## src/rtl/core/sha1_pkg.sv

```systemverilog
// Shared types, constants and round functions of the SHA-1 hash engine.
package sha1_pkg;

   // Five 32-bit words: chain value or working variables, word 0 lowest.
   typedef logic [4:0][31:0] word5_type;

   // Initial chain value h0..h4.
   localparam word5_type H_INIT = {32'hC3D2E1F0, 32'h10325476, 32'h98BADCFE,
                                   32'hEFCDAB89, 32'h67452301};

   // Round constants, one per group of twenty rounds.
   localparam logic [31:0] K_GRP0 = 32'h5A827999;
   localparam logic [31:0] K_GRP1 = 32'h6ED9EBA1;
   localparam logic [31:0] K_GRP2 = 32'h8F1BBCDC;
   localparam logic [31:0] K_GRP3 = 32'hCA62C1D6;

   // Padding marker byte and the index of the last round of a block.
   localparam logic [7:0] PAD_MARK   = 8'h80;
   localparam logic [6:0] LAST_ROUND = 7'd79;

   // Control from the sequencer to the round unit.
   typedef struct packed {
      logic       round_en;   // one round of compression this cycle
      logic       first;      // first round: take the chain value as a..e
      logic       fold;       // add the working variables into the chain
      logic       init;       // return the chain to its initial value
   } round_ctl_type;

   // Boolean function of round t.
   function automatic logic [31:0] sha1_f(input logic [6:0] t, input logic [31:0] b,
                                          input logic [31:0] c, input logic [31:0] d);
      logic [31:0] r;
      if (t < 7'd20) begin
         r = (b & c) | (~b & d);
      end else if (t < 7'd40) begin
         r = b ^ c ^ d;
      end else if (t < 7'd60) begin
         r = (b & c) | (b & d) | (c & d);
      end else begin
         r = b ^ c ^ d;
      end
      return r;
   endfunction

   // Additive constant of round t.
   function automatic logic [31:0] sha1_k(input logic [6:0] t);
      logic [31:0] r;
      if (t < 7'd20) begin
         r = K_GRP0;
      end else if (t < 7'd40) begin
         r = K_GRP1;
      end else if (t < 7'd60) begin
         r = K_GRP2;
      end else begin
         r = K_GRP3;
      end
      return r;
   endfunction

endpackage

```

## src/rtl/core/sha1_sched_cell.sv

```systemverilog
// One 32-bit cell of the message schedule shift chain.
module sha1_sched_cell
   import sha1_pkg::*;
(
   input  logic        clock,
   input  logic        shift_en,
   input  logic [31:0] word_in,
   output logic [31:0] word_out
);

   logic [31:0] word_ff;
   logic [31:0] word_in_mux;

   // Take the neighbor's word on a shift, hold otherwise.
   assign word_in_mux = shift_en ? word_in : word_ff;

   always_ff @(posedge clock) begin
      word_ff <= word_in_mux;
   end

   assign word_out = word_ff;

endmodule

```

## src/rtl/core/sha1_round.sv

```systemverilog
// SHA-1 round unit: working variables a..e and the chain value h0..h4.
module sha1_round
   import sha1_pkg::*;
(
   input  logic          clock,
   input  logic          reset,
   input  round_ctl_type ctl,
   input  logic [6:0]    rnd,
   input  logic [31:0]   wt,
   output word5_type     chain
);

   word5_type   work_ff;
   word5_type   chain_ff;
   word5_type   cur;
   logic [31:0] tmp;

   // The first round starts from the chain value.
   assign cur = ctl.first ? chain_ff : work_ff;

   assign tmp = {cur[0][26:0], cur[0][31:27]} + sha1_f(rnd, cur[1], cur[2], cur[3])
                + cur[4] + sha1_k(rnd) + wt;

   // Working variables rotate down by one each round.
   always_ff @(posedge clock) begin
      if (ctl.round_en) begin
         work_ff[4] <= cur[3];
         work_ff[3] <= cur[2];
         work_ff[2] <= {cur[1][1:0], cur[1][31:2]};
         work_ff[1] <= cur[0];
         work_ff[0] <= tmp;
      end
   end

   // Chain value: fold after each block, back to the initial value after a digest.
   always_ff @(posedge clock) begin
      if (reset || ctl.init) begin
         chain_ff <= H_INIT;
      end else if (ctl.fold) begin
         for (int i = 0; i < 5; i++) begin
            chain_ff[i] <= chain_ff[i] + work_ff[i];
         end
      end
   end

   assign chain = chain_ff;

endmodule

```

## src/rtl/core/sha1_hash_engine.sv

```systemverilog
// Top level of the SHA-1 hash engine: byte intake, padding, sequencing, digest output.
//
//   channel  direction  tdata                tuser              tlast
//   req_     in         [7:0] data_byte      byte_valid         last_item
//   rsp_     out        [31:0] digest_word   [2:0] word_index   last_word
//
// Bytes are taken back to back while the input is ready; each full 64-byte block
// then holds the input through 80 rounds in the shared round unit and one fold.
// A last transaction adds a word load per padding word, one or two more blocks,
// then five digest transactions.
// Reset clears the sequencer and loads the initial chain value.
// The input is ready only while loading, not while padding, compressing, folding
// or sending the digest; a stalled digest transaction holds its word until taken.
module sha1_hash_engine
   import sha1_pkg::*;
(
   input  logic        clock,
   input  logic        reset,
   input  logic        req_tvalid,
   output logic        req_tready,
   input  logic [7:0]  req_tdata,   // [7:0] data_byte
   input  logic        req_tuser,   // byte_valid
   input  logic        req_tlast,
   output logic        rsp_tvalid,
   input  logic        rsp_tready,
   output logic [31:0] rsp_tdata,   // [31:0] digest_word
   output logic [2:0]  rsp_tuser,   // [2:0] word_index
   output logic        rsp_tlast
);

   typedef enum logic [4:0] {
      S_LOAD  = 5'b00001,
      S_PAD   = 5'b00010,
      S_ROUND = 5'b00100,
      S_FOLD  = 5'b01000,
      S_OUT   = 5'b10000
   } state_type;

   state_type     state_ff, state_in;
   logic [6:0]    rnd_ff, rnd_in;
   logic [3:0]    wcnt_ff, wcnt_in;
   logic [1:0]    bphase_ff, bphase_in;
   logic [23:0]   acc_ff, acc_in;
   logic [60:0]   count_ff, count_in;
   logic          fin_ff, fin_in;
   logic          mark_ff, mark_in;
   logic          blk2_ff, blk2_in;
   logic          len_ff, len_in;
   logic [2:0]    idx_ff, idx_in;

   logic          req_fire;
   logic          rsp_fire;
   logic          push;
   logic [31:0]   push_word;
   logic [31:0]   mark_word;
   logic          shift_en;
   logic [31:0]   new_word;
   logic [31:0]   sched [16];
   round_ctl_type ctl;
   word5_type     chain;

   assign req_fire = req_tvalid && req_tready;
   assign rsp_fire = rsp_tvalid && rsp_tready;
   assign req_tready = (state_ff == S_LOAD);

   // Word holding the bytes so far of the partial word and the marker byte.
   always_comb begin
      case (bphase_ff)
         2'd0:    mark_word = {PAD_MARK, 24'd0};
         2'd1:    mark_word = {acc_ff[7:0], PAD_MARK, 16'd0};
         2'd2:    mark_word = {acc_ff[15:0], PAD_MARK, 8'd0};
         2'd3:    mark_word = {acc_ff[23:0], PAD_MARK};
         default: mark_word = {PAD_MARK, 24'd0};
      endcase
   end

   // Sequencer.
   always_comb begin
      state_in  = state_ff;
      rnd_in    = rnd_ff;
      bphase_in = bphase_ff;
      acc_in    = acc_ff;
      count_in  = count_ff;
      fin_in    = fin_ff;
      mark_in   = mark_ff;
      blk2_in   = blk2_ff;
      len_in    = len_ff;
      idx_in    = idx_ff;
      push      = 1'b0;
      push_word = '0;
      ctl       = '0;
      case (state_ff)
         S_LOAD: begin
            if (req_fire) begin
               if (req_tuser) begin
                  acc_in    = {acc_ff[15:0], req_tdata};
                  bphase_in = bphase_ff + 2'd1;
                  count_in  = count_ff + 61'd1;
                  if (bphase_ff == 2'd3) begin
                     push      = 1'b1;
                     push_word = {acc_ff, req_tdata};
                  end
               end
               if (req_tlast) begin
                  fin_in  = 1'b1;
                  mark_in = 1'b1;
               end
               if (push && (wcnt_ff == 4'd15)) begin
                  state_in = S_ROUND;
               end else if (req_tlast) begin
                  state_in = S_PAD;
               end
            end
         end
         S_PAD: begin
            push = 1'b1;
            if (mark_ff) begin
               push_word = mark_word;
               mark_in   = 1'b0;
               if (wcnt_ff == 4'd14) begin
                  blk2_in = 1'b1;
               end
            end else if (blk2_ff || (wcnt_ff < 4'd14)) begin
               push_word = '0;
            end else if (wcnt_ff == 4'd14) begin
               push_word = count_ff[60:29];
            end else begin
               push_word = {count_ff[28:0], 3'd0};
               len_in    = 1'b1;
            end
            if (wcnt_ff == 4'd15) begin
               blk2_in  = 1'b0;
               state_in = S_ROUND;
            end
         end
         S_ROUND: begin
            ctl.round_en = 1'b1;
            ctl.first    = (rnd_ff == 7'd0);
            rnd_in       = rnd_ff + 7'd1;
            if (rnd_ff == LAST_ROUND) begin
               rnd_in   = 7'd0;
               state_in = S_FOLD;
            end
         end
         S_FOLD: begin
            ctl.fold = 1'b1;
            if (len_ff) begin
               state_in = S_OUT;
            end else if (fin_ff) begin
               state_in = S_PAD;
            end else begin
               state_in = S_LOAD;
            end
         end
         S_OUT: begin
            if (rsp_fire) begin
               idx_in = idx_ff + 3'd1;
               if (idx_ff == 3'd4) begin
                  ctl.init  = 1'b1;
                  idx_in    = 3'd0;
                  count_in  = '0;
                  bphase_in = 2'd0;
                  fin_in    = 1'b0;
                  len_in    = 1'b0;
                  state_in  = S_LOAD;
               end
            end
         end
         default: begin
            state_in = S_LOAD;
         end
      endcase
   end

   assign wcnt_in = wcnt_ff + {3'd0, push};

   always_ff @(posedge clock) begin
      if (reset) begin
         state_ff  <= S_LOAD;
         rnd_ff    <= '0;
         wcnt_ff   <= '0;
         bphase_ff <= '0;
         count_ff  <= '0;
         fin_ff    <= 1'b0;
         mark_ff   <= 1'b0;
         blk2_ff   <= 1'b0;
         len_ff    <= 1'b0;
         idx_ff    <= '0;
      end else begin
         state_ff  <= state_in;
         rnd_ff    <= rnd_in;
         wcnt_ff   <= wcnt_in;
         bphase_ff <= bphase_in;
         count_ff  <= count_in;
         fin_ff    <= fin_in;
         mark_ff   <= mark_in;
         blk2_ff   <= blk2_in;
         len_ff    <= len_in;
         idx_ff    <= idx_in;
      end
   end

   // Partial word of bytes; payload only.
   always_ff @(posedge clock) begin
      acc_ff <= acc_in;
   end

   // Schedule chain: cell 0 holds w[t], cell 15 takes the newest word.
   assign shift_en = push || ctl.round_en;
   assign new_word = ctl.round_en
                     ? {sched[13][30:0] ^ sched[8][30:0] ^ sched[2][30:0] ^ sched[0][30:0],
                        sched[13][31] ^ sched[8][31] ^ sched[2][31] ^ sched[0][31]}
                     : push_word;

   for (genvar g = 0; g < 16; g++) begin : g_cell
      sha1_sched_cell u_cell (
         .clock    (clock),
         .shift_en (shift_en),
         .word_in  ((g == 15) ? new_word : sched[(g + 1) % 16]),
         .word_out (sched[g])
      );
   end

   sha1_round u_round (
      .clock (clock),
      .reset (reset),
      .ctl   (ctl),
      .rnd   (rnd_ff),
      .wt    (sched[0]),
      .chain (chain)
   );

   // Digest output straight from the chain registers.
   assign rsp_tvalid = (state_ff == S_OUT);
   assign rsp_tdata  = chain[idx_ff];
   assign rsp_tuser  = idx_ff;
   assign rsp_tlast  = (idx_ff == 3'd4);

   // The round counter only moves while a block compresses.
   a_rnd_range: assert property (@(posedge clock) disable iff (reset)
      (state_ff != S_ROUND) |-> (rnd_ff == 7'd0))
      else $error("round counter left nonzero outside compression");

   // A block starts compressing only with all sixteen words loaded.
   a_block_full: assert property (@(posedge clock) disable iff (reset)
      ((state_ff == S_ROUND) && (rnd_ff == 7'd0)) |-> (wcnt_ff == 4'd0))
      else $error("compression started on a partial block");

   // Padding runs only for a message that has ended.
   a_pad_fin: assert property (@(posedge clock) disable iff (reset)
      (state_ff == S_PAD) |-> (fin_ff && !len_ff))
      else $error("padding outside a finished message");

   // After the fifth digest word the engine is back to an empty message.
   a_restart: assert property (@(posedge clock) disable iff (reset)
      (rsp_fire && rsp_tlast) |=> ((count_ff == 61'd0) && (chain == H_INIT)))
      else $error("engine did not restart after the digest");

endmodule
```

## config.mk

```make
export PLATFORM = sky130hd
export DESIGN_NAME = sha1_hash_engine
export DESIGN_NICKNAME = d
export VERILOG_FILES = /design/src/rtl/core/sha1_pkg.sv /design/src/rtl/core/sha1_sched_cell.sv /design/src/rtl/core/sha1_round.sv /design/src/rtl/core/sha1_hash_engine.sv
export SDC_FILE = /design/constraint.sdc
export NUM_CORES = 2
export LEC_CHECK = 0
export ABC_AREA = 1
export BUFFER_PORTS_ARGS = -buffer_cell sky130_fd_sc_hd__buf_2
export CORE_ASPECT_RATIO = 0.7
export CORE_MARGIN = 1.5
export CORE_UTILIZATION = 59
export DETAILED_ROUTE_END_ITERATION = 6
export PLACE_DENSITY = 0.75
export SETUP_SLACK_MARGIN = 0.3
export SYNTH_ARGS = -nofsm -noshare
export SYNTH_HDL_FRONTEND = slang
export SYNTH_SLANG_ARGS = --single-unit
export TNS_END_PERCENT = 50
```

## constraint.sdc

```tcl
create_clock -name clock -period 25.1 [get_ports clock]
set_input_delay 2.51 -clock clock [delete_from_list [all_inputs] [get_ports clock]]
set_output_delay 2.51 -clock clock [all_outputs]
set_load 0.01 [all_outputs]
```

==> results.json <==
{
  "ctsResizeCount": 0,
  "path_max_fanout": 63,
  "drt_iter0_markers": 8198,
  "p_sw_w": 0.00127,
  "period_minus_slack_ns": 7.67,
  "clock_skew_ns": 0.0435,
  "grt-ovfl-total": 0,
  "p_sw_frac": 0.308,
  "nFillCells": 7143,
  "hold_start": "g_cell[5].u_cell.word_out[18]$_DFFE_PP_",
  "dp.cells": 7047,
  "final_common_cell": "nand2_1",
  "grt_pass1_vias": 40643,
  "hold_path.class": "reg2reg",
  "gp_congestion": 1.11,
  "final.setup.worst_slack_ns": 17.43,
  "cp-end-kind": "flip-flop",
  "worstSkewPairLatency_ns": 0.73,
  "tightest_slew_ns": 1.47,
  "clkPwrFrac": 0.339,
  "postCtsSetupBuffers": 0,
  "initial_core_util": 0.598,
  "yosys_register_bits": 942,
  "hpwl_mm": 150,
  "multiInputGateArea_um2": 23300,
  "firstDrtPassIters": 7,
  "rsz0062_at_grt": "no",
  "netlist_area_um2": 52900,
  "cts_tree": "done",
  "drcViolationCount": 7,
  "synthFlopType": "edfxtp_1",
  "arrival_ns": 8.14,
  "sequentialPowerShare": 0.476,
  "crit_start": "state_ff[1]$_SDFFE_PP0P_",
  "cts_max_path_buffers": 3,
  "path_class": "reg2reg",
  "grt_pass1_wl_mm": 280,
  "p_comb_frac": 0.185,
  "area_delta_synth_final_pct": 7.93,
  "ys_types": 65,
  "vdd_drop_max_v": 0.0000664,
  "vias_per_cell": 6.40,
  "p_leak_nw": 23.2,
  "synth-seq-area-share": 0.488,
  "route.vias.total": 46216,
  "fmax_mhz": 130,
  "fin_util": 0.645,
  "synthCells": 5965,
  "cts_buffers": 88,
  "tns_ns": 0,
  "io_pins": 52,
  "synth-edff-count": 696,
  "finalHoldViolations": 0,
  "pre_cts_ws_ns": 17.58,
  "worst_setup_path_start_kind": "flip-flop",
  "wirelength_mm": 198,
  "cts.sinks": 942,
  "path_clk_slew_ns": 0.07,
  "crit_required_ns": 25.56,
  "status": "finished with violations",
  "failed_checks": "DRC, capacitance limit",
  "wl_per_cell_um": 27.5,
  "p_per_area_nw_per_um2": 72.4,
  "drive_gt1_frac": 0.0499,
  "die_y_um": 254,
  "layout_common_cells": "nand2_1 (1198), inv_1 (782), edfxtp_1 (696)",
  "grt_max_degree": 197,
  "antenna_found_initial": 9,
  "p_int_w": 0.00286,
  "cts-root-buf": "clkbuf_16",
  "ff_latch_area_um2": 25800,
  "rows": 91,
  "syn_nets": 6308,
  "slew_violations": 0,
  "max_slew_margin": 0.00675,
  "yosysWarnings": 0,
  "async_flop_share": 0,
  "grt_use_total": 0.425,
  "layout.nets": 6318,
  "coreArea_um2": 88500,
  "syn_avg_cell_area_um2": 8.87,
  "finalNonFillerCells": 7217,
  "die_w_um": 361,
  "setup_viol": 0,
  "htree_levels": 3,
  "port_buffers": 51,
  "cts.hold.buffers_added": 0,
  "r2r-start": "state_ff[1]$_SDFFE_PP0P_",
  "period_share": 0.306,
  "cap_violations": 1,
  "die-area_um2": 91500,
  "drtAntennaViolNets": 0
}
==> synthesized netlist by cell type, types with 30 or more instances <==
cell	number	share of area
dfxtp_1	246	0.093
clkbuf_1	88	0.0062
nand2_1	1198	0.085
a21oi_1	541	0.051
o211ai_1	55	0.0078
buf_2	50	0.0047
edfxtp_1	696	0.40
o31ai_1	30	0.0043
xor2_1	77	0.013
xnor2_1	111	0.018
nand3_1	324	0.031
o21ai_0	435	0.041
nand4_1	67	0.0079
o221ai_1	31	0.0051
inv_1	783	0.056
ha_1	218	0.052
nor2_1	495	0.035
fa_1	111	0.042
nor3_1	80	0.0076
o21ai_1	34	0.0032
==> worst paths after layout <==
check,to,slack (ns),cells past startpoint
worst max-delay path,u_round.work_ff[26]$_DFFE_PP_,17.43,25
worst min register to register,g_cell[4].u_cell.word_out[18]$_DFFE_PP_,0.40,0
worst min-delay path,g_cell[4].u_cell.word_out[18]$_DFFE_PP_,0.40,0
worst max register to register,u_round.work_ff[26]$_DFFE_PP_,17.43,25
==> critical path, stage by stage, from the launching register on <==
cell,delay (ns)
dfxtp_1,0.35
nor2_2,0.14
nand2_2,0.13
nor2_8,0.10
buf_4,0.82
nand3_4,0.71
buf_4,0.58
o21ai_0,0.33
inv_1,0.14
fa_1,0.56
o221ai_1,0.17
fa_1,0.55
inv_1,0.06
fa_1,0.48
inv_1,0.05
fa_1,0.49
inv_1,0.05
ha_1,0.33
nand2_1,0.12
nor2_1,0.15
inv_1,0.08
nor3_1,0.40
nand3_1,0.14
nand3_1,0.19
a21oi_1,0.11
xnor2_1,0.13
==> routing by layer <==
layer	vias up	GRT usage	wire length [um]
li1	20214	-	-
met4	14	0.0960	5370
met3	392	0.211	36700
met5	-	0	287
met1	21865	0.656	85000
met2	3731	0.514	71100
==> cell type report <==
class	instances	area share
clock inverters	44	0.00929
flip-flops and latches	942	0.452
diodes	6	0.000263
clock buffers	120	0.0421
multi-input cells	4058	0.408
inverters	791	0.0521
well taps	1162	0.0255
repair buffers	94	0.0103
==> power by group through the flow <==
| stage | logic [W] | registers [W] | clock network, W |
|---|---|---|---|
| 2_1_floorplan | 0.000530 | 0.00209 | 0 |
| 3_3_place_gp | 0.000714 | 0.00198 | 0 |
| 6_report | 0.000763 | 0.00197 | 0.00140 |
| 3_5_place_dp | 0.000726 | 0.00199 | 0 |
| 4_1_cts | 0.000735 | 0.00197 | 0.00140 |
| 5_1_grt | 0.000822 | 0.00198 | 0.00145 |
==> registers in the layout, indices dropped and copies added (netlist names) <==
register / flops
g_cell.u_cell.word_out: 512
u_round.chain: 160
u_round.work_ff: 160
count_ff: 61
acc_ff: 24
rnd_ff: 7
state_ff: 5
wcnt_ff: 4
rsp_tuser: 3
bphase_ff: 2
blk2_ff: 1
fin_ff: 1
len_ff: 1
mark_ff: 1
==> stage by stage <==
step                power, W  cell area [um^2]  hold slack, ns
floorplan            0.00262             52900           0.400
CTS                  0.00410             57100           0.406
detailed placement   0.00272             54200           0.405
global placement     0.00270             54200           0.400
global route         0.00425             57100           0.412
finish               0.00413             57100           0.403
==> cell families (layout without fill, tap and decap cells) <==
logic type / count (synthesis) / in the layout / share of synthesized area
DFF: 942 / 942 / 0.488
adders and majority gates: 329 / 329 / 0.0936
and+or+nand+nor: 2250 / 2250 / 0.179
AOI/OAI and AO/OA: 1291 / 1291 / 0.137
xor gates and xnor gates: 188 / 188 / 0.0311
buffers and inverters: 965 / 1049 / 0.0720
other: 0 / 6 / 0
No activity file was read; power rests on OpenSTA's default activity.
